### src/hw/rtl/rfmd_pkg.sv
`timescale 1ns / 1ps
// ----------------------------------------------------------------------------
// Reservoir sequencer package
// Shared types and constants: configuration block, item payloads, codes.
// ----------------------------------------------------------------------------
package rfmd_pkg;

  // Configuration register indexes
  localparam int unsigned CfgIdxW = 2;
  localparam logic [CfgIdxW-1:0] CFG_FILL_TIMEOUT = 2'd0;
  localparam logic [CfgIdxW-1:0] CFG_MIX_WAIT     = 2'd1;
  localparam logic [CfgIdxW-1:0] CFG_DISPENSE     = 2'd2;

  // Configuration reset values
  localparam logic [31:0] FILL_TIMEOUT_RST = 32'd30000;
  localparam logic [31:0] MIX_WAIT_RST     = 32'd4000;
  localparam logic [31:0] DISPENSE_RST     = 32'd10000;

  // Request codes
  localparam logic [1:0] REQ_TICK  = 2'd0;
  localparam logic [1:0] REQ_WATER = 2'd1;
  localparam logic [1:0] REQ_FERT  = 2'd2;

  // Reported phase codes
  localparam logic [2:0] PH_IDLE       = 3'd0;
  localparam logic [2:0] PH_FILL_WATER = 3'd1;
  localparam logic [2:0] PH_FILL_MIX   = 3'd2;
  localparam logic [2:0] PH_MIX_WAIT   = 3'd3;
  localparam logic [2:0] PH_DISPENSE   = 3'd4;

  typedef struct packed {
    logic [31:0] fill_timeout_ms;
    logic [31:0] mix_wait_ms;
    logic [31:0] dispense_ms;
  } cfg_t;

  typedef struct packed {
    logic [1:0]  req_type;
    logic [31:0] now_ms;
    logic        level_full;
  } req_t;

  typedef struct packed {
    logic [2:0] phase;
    logic       water_valve_open;
    logic       fert_valve_open;
    logic       outlet_valve_open;
    logic       available;
  } res_t;

endpackage

### src/hw/rtl/rfmd_cfg_regs.sv
`timescale 1ns / 1ps
// ----------------------------------------------------------------------------
// Reservoir sequencer configuration registers
// Three 32-bit timing limits, written through a plain write port.
// ----------------------------------------------------------------------------
module rfmd_cfg_regs (
  input  logic                          clk_i,
  input  logic                          rst_ni,
  input  logic                          cfg_we_i,
  input  logic [rfmd_pkg::CfgIdxW-1:0]  cfg_idx_i,
  input  logic [31:0]                   cfg_wdata_i,
  output rfmd_pkg::cfg_t                cfg_o
);
  import rfmd_pkg::*;

  cfg_t cfg_q, cfg_d;

  // Decode write; unknown index leaves everything alone
  always_comb begin
    cfg_d = cfg_q;
    if (cfg_we_i) begin
      unique case (cfg_idx_i)
        CFG_FILL_TIMEOUT: cfg_d.fill_timeout_ms = cfg_wdata_i;
        CFG_MIX_WAIT:     cfg_d.mix_wait_ms     = cfg_wdata_i;
        CFG_DISPENSE:     cfg_d.dispense_ms     = cfg_wdata_i;
        default:          cfg_d = cfg_q;
      endcase
    end
  end

  always_ff @(posedge clk_i or negedge rst_ni) begin
    if (!rst_ni) begin
      cfg_q.fill_timeout_ms <= FILL_TIMEOUT_RST;
      cfg_q.mix_wait_ms     <= MIX_WAIT_RST;
      cfg_q.dispense_ms     <= DISPENSE_RST;
    end else begin
      cfg_q <= cfg_d;
    end
  end

  assign cfg_o = cfg_q;

endmodule

### src/hw/rtl/rfmd_core.sv
`timescale 1ns / 1ps
// ----------------------------------------------------------------------------
// Reservoir sequencer core
// Phase state machine, pending requests and valve state; updates once per
// transaction and presents the post-update status.
// ----------------------------------------------------------------------------
module rfmd_core (
  input  logic           clk_i,
  input  logic           rst_ni,
  input  logic           step_i,
  input  rfmd_pkg::req_t req_i,
  input  rfmd_pkg::cfg_t cfg_i,
  output rfmd_pkg::res_t res_o
);
  import rfmd_pkg::*;

  typedef enum logic [4:0] {
    ST_IDLE       = 5'b00001,
    ST_FILL_WATER = 5'b00010,
    ST_FILL_MIX   = 5'b00100,
    ST_MIX_WAIT   = 5'b01000,
    ST_DISPENSE   = 5'b10000
  } state_e;

  state_e      state_q, state_d;
  logic [31:0] start_q, start_d;
  logic        water_pend_q, water_pend_d;
  logic        fert_pend_q, fert_pend_d;
  logic        water_open_q, water_open_d;
  logic        fert_open_q, fert_open_d;
  logic        outlet_open_q, outlet_open_d;

  logic [31:0] elapsed;
  logic [31:0] limit;
  logic        expired;

  // One modular subtract and one compare against the limit of this phase
  assign elapsed = req_i.now_ms - start_q;

  always_comb begin
    unique case (state_q)
      ST_FILL_WATER, ST_FILL_MIX: limit = cfg_i.fill_timeout_ms;
      ST_MIX_WAIT:                limit = cfg_i.mix_wait_ms;
      default:                    limit = cfg_i.dispense_ms;
    endcase
  end

  assign expired = elapsed > limit;

  // Next-state logic
  always_comb begin
    state_d       = state_q;
    start_d       = start_q;
    water_pend_d  = water_pend_q;
    fert_pend_d   = fert_pend_q;
    water_open_d  = water_open_q;
    fert_open_d   = fert_open_q;
    outlet_open_d = outlet_open_q;
    if (step_i) begin
      unique case (req_i.req_type)
        REQ_TICK: begin
          unique case (state_q)
            ST_IDLE: begin
              if (fert_pend_q) begin
                fert_pend_d  = 1'b0;
                water_pend_d = 1'b0;
                water_open_d = 1'b1;
                fert_open_d  = 1'b1;
                state_d      = ST_FILL_MIX;
                start_d      = req_i.now_ms;
              end else if (water_pend_q) begin
                water_pend_d = 1'b0;
                water_open_d = 1'b1;
                state_d      = ST_FILL_WATER;
                start_d      = req_i.now_ms;
              end
            end
            ST_FILL_WATER: begin
              if (req_i.level_full || expired) begin
                water_open_d = 1'b0;
                state_d      = ST_DISPENSE;
                start_d      = req_i.now_ms;
              end
            end
            ST_FILL_MIX: begin
              if (req_i.level_full || expired) begin
                water_open_d = 1'b0;
                fert_open_d  = 1'b0;
                state_d      = ST_MIX_WAIT;
                start_d      = req_i.now_ms;
              end
            end
            ST_MIX_WAIT: begin
              if (expired) begin
                state_d = ST_DISPENSE;
                start_d = req_i.now_ms;
              end
            end
            ST_DISPENSE: begin
              // outlet waits while either inlet is still open
              if (!water_open_q && !fert_open_q) begin
                if (!outlet_open_q) begin
                  outlet_open_d = 1'b1;
                  start_d       = req_i.now_ms;
                end else if (expired) begin
                  outlet_open_d = 1'b0;
                  state_d       = ST_IDLE;
                  start_d       = req_i.now_ms;
                end
              end
            end
            default: begin
              state_d = ST_IDLE;
              start_d = req_i.now_ms;
            end
          endcase
        end
        REQ_WATER: if (state_q == ST_IDLE) water_pend_d = 1'b1;
        REQ_FERT:  if (state_q == ST_IDLE) fert_pend_d  = 1'b1;
        default:   ; // unused request code
      endcase
    end
  end

  always_ff @(posedge clk_i or negedge rst_ni) begin
    if (!rst_ni) begin
      state_q       <= ST_IDLE;
      start_q       <= '0;
      water_pend_q  <= 1'b0;
      fert_pend_q   <= 1'b0;
      water_open_q  <= 1'b0;
      fert_open_q   <= 1'b0;
      outlet_open_q <= 1'b0;
    end else begin
      state_q       <= state_d;
      start_q       <= start_d;
      water_pend_q  <= water_pend_d;
      fert_pend_q   <= fert_pend_d;
      water_open_q  <= water_open_d;
      fert_open_q   <= fert_open_d;
      outlet_open_q <= outlet_open_d;
    end
  end

  // Status after this transaction
  always_comb begin
    unique case (state_d)
      ST_FILL_WATER: res_o.phase = PH_FILL_WATER;
      ST_FILL_MIX:   res_o.phase = PH_FILL_MIX;
      ST_MIX_WAIT:   res_o.phase = PH_MIX_WAIT;
      ST_DISPENSE:   res_o.phase = PH_DISPENSE;
      default:       res_o.phase = PH_IDLE;
    endcase
    res_o.water_valve_open  = water_open_d;
    res_o.fert_valve_open   = fert_open_d;
    res_o.outlet_valve_open = outlet_open_d;
    res_o.available         = (state_d == ST_IDLE);
  end

endmodule

### src/hw/rtl/reservoir_fill_mix_dispense_sequencer.sv
`timescale 1ns / 1ps
// ----------------------------------------------------------------------------
// Reservoir fill / mix / dispense sequencer
// Drives the water inlet, fertilizer inlet and outlet valves of a watering
// reservoir from requests and timestamped update ticks.
//
//   Channel  Direction  Handshake            Payload
//   in       input      in_valid/in_ready    rfmd_pkg::req_t
//   out      output     out_valid/out_ready  rfmd_pkg::res_t
//   cfg      input      cfg_we               cfg_idx, cfg_wdata (32 bits)
//
// One status transaction per request transaction, through the input
// register, then the state update and result register.
// A new request is taken every cycle while the result side keeps up.
// Reset restores the default timing limits and the idle phase.
// A stalled result holds both stages; the input register refills as soon as
// its contents move on.
// ----------------------------------------------------------------------------
module reservoir_fill_mix_dispense_sequencer (
  input  logic                          clk_i,
  input  logic                          rst_ni,
  input  logic                          in_valid_i,
  output logic                          in_ready_o,
  input  rfmd_pkg::req_t                in_data_i,
  output logic                          out_valid_o,
  input  logic                          out_ready_i,
  output rfmd_pkg::res_t                out_data_o,
  input  logic                          cfg_we_i,
  input  logic [rfmd_pkg::CfgIdxW-1:0]  cfg_idx_i,
  input  logic [31:0]                   cfg_wdata_i
);
  import rfmd_pkg::*;

  cfg_t cfg;
  req_t in_data_q;
  logic in_valid_q;
  res_t out_data_q;
  logic out_valid_q;
  res_t res;
  logic advance;
  logic step;

  rfmd_cfg_regs u_cfg (
    .clk_i       (clk_i),
    .rst_ni      (rst_ni),
    .cfg_we_i    (cfg_we_i),
    .cfg_idx_i   (cfg_idx_i),
    .cfg_wdata_i (cfg_wdata_i),
    .cfg_o       (cfg)
  );

  // Pipeline flow control
  assign advance    = !out_valid_q || out_ready_i;
  assign step       = in_valid_q && advance;
  assign in_ready_o = !in_valid_q || advance;

  rfmd_core u_core (
    .clk_i  (clk_i),
    .rst_ni (rst_ni),
    .step_i (step),
    .req_i  (in_data_q),
    .cfg_i  (cfg),
    .res_o  (res)
  );

  // Input register
  always_ff @(posedge clk_i or negedge rst_ni) begin
    if (!rst_ni) begin
      in_valid_q <= 1'b0;
    end else if (in_ready_o) begin
      in_valid_q <= in_valid_i;
    end
  end

  always_ff @(posedge clk_i) begin
    if (in_ready_o && in_valid_i) begin
      in_data_q <= in_data_i;
    end
  end

  // Result register
  always_ff @(posedge clk_i or negedge rst_ni) begin
    if (!rst_ni) begin
      out_valid_q <= 1'b0;
    end else if (advance) begin
      out_valid_q <= in_valid_q;
    end
  end

  always_ff @(posedge clk_i) begin
    if (step) begin
      out_data_q <= res;
    end
  end

  assign out_valid_o = out_valid_q;
  assign out_data_o  = out_data_q;

endmodule
### config.mk
export PLATFORM = sky130hd
export DESIGN_NAME = reservoir_fill_mix_dispense_sequencer
export DESIGN_NICKNAME = d
export VERILOG_FILES = /design/src/hw/rtl/rfmd_pkg.sv /design/src/hw/rtl/rfmd_cfg_regs.sv /design/src/hw/rtl/rfmd_core.sv /design/src/hw/rtl/reservoir_fill_mix_dispense_sequencer.sv
export SDC_FILE = /design/constraint.sdc
export NUM_CORES = 1
export LEC_CHECK = 0
export BUFFER_PORTS_ARGS = -buffer_cell sky130_fd_sc_hd__buf_2
export CAP_MARGIN = 25
export CORE_MARGIN = 3
export CORE_UTILIZATION = 30
export DETAILED_ROUTE_END_ITERATION = 7
export HOLD_SLACK_MARGIN = 0.02
export RECOVER_POWER = 50
export SLEW_MARGIN = 0
export SYNTH_ARGS = -nofsm -noshare
export SYNTH_HDL_FRONTEND = slang
export SYNTH_SLANG_ARGS = --single-unit
export TNS_END_PERCENT = 50
### constraint.sdc
create_clock -name clk_i -period 5.8 [get_ports clk_i]
set_input_delay 0.87 -clock clk_i [delete_from_list [all_inputs] [get_ports clk_i]]
set_output_delay 0.87 -clock clk_i [all_outputs]
set_load 0.03 [all_outputs]
==> run summary <==
- status: finished, violations left
- failing checks: max-capacitance violations, max-slew violations
- final max-slew violation count: 154
- startpoint of the lowest-slack hold path: u_core.start_q[17]$_DFFE_PN0P_
- final clock period utilization by the worst path: 94.1%
- setup-violating endpoint count in the final report: 0
- min Tclk post-route: 5.46 ns
- violation count after the first detailed-routing iteration: 462
- weighted congestion at the end of routability-driven global placement: 0.865
- max-capacitance violation count: 3
- Die Y: 188 microns
- WHS: 0.491 ns
- cell with the most instances after synthesis: dfrtp_1
- vias in the first global route: 6746
- number of buffers between clock root and the deepest sink: 2
- count of flip-flops with a built-in enable after synthesis: 42
- antenna cells: 0
- Reg clk slew, reported paths: 0.08 ns
- number of vias in the routed layout: 6933
- Die ar.: 0.0354 sq mm
- Setup crit start kind: register
- DRT Pass-1 Iters: 5
- cell type with the highest aggregate area in the netlist: dfrtp_1
- average cell area after synthesis: 11.6 sq um
- critical-path cell list: ha_1, a21oi_1, a21oi_1, nor4b_1, a32oi_1, a31oi_1, o21bai_1, a2111oi_0, nor3b_1, ha_1, nand4_1, or4_1, nor4_2, a41oi_2, o21ai_4, mux2_2, o21ba_2, and4b_1
- depth of the CTS H-tree: 4
- maximum resistive drop on vdd: 0.266 mV
- filler instances: 3246
- DR WL/cell: 16.4 microns
- Mapped Area: 0.00995 sq mm
- remaining design rule violation count: 0
- share of layout cells above drive strength 1: 29.4%
- number of I/O pins: 83
- number of hold-slack violations in the final timing report: 0
- CTS tree: built
- slew at the pin closest to its max-slew limit: 4.10 ns
- Std-Cell Core Area: 0.0326 sq mm
- Chip Width: 188 microns
- syn nets: 993
- number of library cell types mapped by synthesis: 68
- Final Routed Wirelength: 22900 microns
- overflow left after global routing: 0
- CP Launch Point: in_data_q[10]$_DFFE_PP_
- cell at the root of the clock tree: clkbuf_16
- setup clock skew after layout: 0.0209 ns
- Worst Slack Setup Final: 0.344 ns
- Worst Path Class, Setup: reg2reg
- sink count of the clock tree: 182
- slew margin rel.: -174%
- count of hold buffers inserted by post-cts repair: 0
- count of yosys warnings during synthesis: 0
- total number of placement rows: 66
- Power per Cell Area: 527 mW/mm^2
- Hold Path Class: reg2reg
- DRT antenna net count: 0
- global-route usage over all layers: 13.0%
- starting density of the core: 30.5%
- CP endpoint kind: register
- Gate Count Post-Synth: 855
- Design Power: 6.10 mW
- source-to-sink clock delay at the later pin of the worst-skew pair: 0.45 ns
- sequential element share of the synthesized area: 48.1%
- highest net fanout along the worst path: 8
- setup slack at placement: 0.168 ns
- global-route wire length before repair: 36600 microns
- maximum single-stage delay on the critical path: 0.60 ns
- crit path max-delay cell type: or4_1
- maximum clock frequency: 183 MHz
- Synth Register Bits: 182
- count of input and output buffers: 82
- cell types occupying the most area after synthesis: dfrtp_1 (30%), edfxtp_1 (13%), mux2_2 (11%)
- average via count per standard cell: 4.97
- worst r2r src: in_data_q[10]$_DFFE_PP_
- layout overhead on the synthesized area: 16.4%
- most used standard cells in the synthesized netlist: dfrtp_1 (121), mux2_2 (100), a21oi_1 (71)
- final layout net count: 1079
- share of the synthesized area in the top cell type: 30.4%
- Critical Path AT: 5.65 ns
- initial antenna violation count: 1
- required time of the worst setup path: 5.99 ns
- share of flip-flops with an asynchronous set or reset after synthesis: 76.9%
- largest net degree at the start of global routing: 88
- detailed placement HPWL: 16100 microns
- number of CTS-inserted buffers: 17
- standby leakage power: 4.94 nW
- Top FF cell, synth: dfrtp_1
==> power by group <==
part / switching [mW] / total, mW / internal [mW] / leakage [nW]
registers: 0.193 / 1.84 / 1.64 / 2.05
clock network: 0.582 / 1.17 / 0.584 / 0.292
logic: 1.72 / 3.10 / 1.38 / 2.60
total: 2.49 / 6.10 / 3.61 / 4.94
==> metal layers <==
| metal | global-route usage (%) | wire length, microns | up-vias |
|---|---|---|---|
| li1 | - | - | 3356 |
| met1 | 18.1 | 11100 | 3416 |
| met2 | 20.6 | 10600 | 145 |
| met3 | 2.92 | 1050 | 14 |
| met4 | 3.26 | 198 | 2 |
| met5 | 0 | 20 | - |
==> sequential cells by signal, indices dropped and copies added (netlist names) <==
name,cells
u_core.outlet_open_q,1
u_core.water_pend_q,1
out_valid_o,1
u_core.fert_open_q,1
in_data_q,35
out_data_o,7
in_valid_q,1
u_core.state_q,5
u_core.water_open_q,1
u_core.start_q,32
u_core.fert_pend_q,1
u_cfg.cfg_o,96
==> per-stage QoR <==
step / std cells / cell area [sq um] / TNS, ns / util [%]
6_report: 1396 / 11600 / 0 / 35.5
2_1_floorplan: 855 / 9950 / 0 / -
4_1_cts: 1390 / 11500 / 0 / 35.3
3_3_place_gp: 1358 / 10900 / 0 / 33.4
3_5_place_dp: 1358 / 10900 / 0 / 33.4
5_1_grt: 1396 / 11600 / -0.0582 / 35.5
==> cell families (layout without fill, tap and decap cells) <==
logic type,after synthesis,in the layout,synth area share [%]
DFF,182,182,48.1
adders and majority gates,64,64,8.12
muxes,123,123,14.7
AOI/OAI and AO/OA,216,217,14.7
xor gates and xnor gates,27,27,2.38
and+or+nand+nor,158,158,8.54
buffers and inverters,85,183,3.41
==> final timing paths <==
path / to / slack [ns] / cells after the start
max in group asynchronous: u_cfg.cfg_o[58]$_DFFE_PN0P_ / 1.35 / 2
worst max register to register: out_data_o[4]$_DFFE_PP_ / 0.34 / 18
worst min register to register: u_core.start_q[17]$_DFFE_PN0P_ / 0.49 / 1
worst max-delay path: out_data_o[4]$_DFFE_PP_ / 0.34 / 18
worst min-delay path: u_core.start_q[17]$_DFFE_PN0P_ / 0.49 / 1
min in group asynchronous: out_valid_o$_DFFE_PN0P_ / 2.09 / 1
==> placed cells by master, fill, tap and decap left out, drive strengths merged, types with 3 or more instances in the layout <==
| master | count |
|---|---|
| mux2 | 122 |
| dfrtp | 121 |
| buf | 82 |
| a21oi | 71 |
| ha | 63 |
| inv | 62 |
| edfxtp | 42 |
| o21ai | 38 |
| nor2 | 33 |
| a22o | 32 |
| nand2 | 31 |
| clkbuf | 30 |
| dfstp | 19 |
| xnor2 | 18 |
| nand4 | 17 |
| a21o | 15 |
| nor3 | 15 |
| nand3 | 13 |
| nand2b | 10 |
| xor2 | 9 |
| o2bb2ai | 8 |
| a211oi | 8 |
| nor4 | 8 |
| clkinv | 8 |
| o21a | 6 |
| nor2b | 6 |
| and2 | 6 |
| a31oi | 5 |
| and3 | 5 |
| nand3b | 5 |
| a31o | 4 |
| a2111oi | 4 |
| o21bai | 3 |
| o211ai | 3 |
| nor3b | 3 |
| o2111ai | 3 |
==> timing repair <==
action,CTS,global route
gates resized for setup,0,12
buffers inserted,0,5
endpoints found under the setup margin,0,36
==> area by class of cell <==
class                   instances  area, sq um  share of cell area, %
multi-input cells             589         4900                   42.4
well taps                     442          553                   4.78
repair buffers                 96          524                   4.53
inverters                      55          206                   1.78
flip-flops and latches        182         4790                   41.4
clock buffers                  17          425                   3.67
clock inverters                15          176                   1.52
==> critical path, delay by kind of cell, from the launching register on <==
family                     cells  cell delay, ns
AOI/OAI and AO/OA              9            2.07
and+or+nand+nor                6            1.60
DFF                            1            0.42
muxes                          1            0.41
adders and majority gates      2            0.72
(Power assumes the default switching activity.)
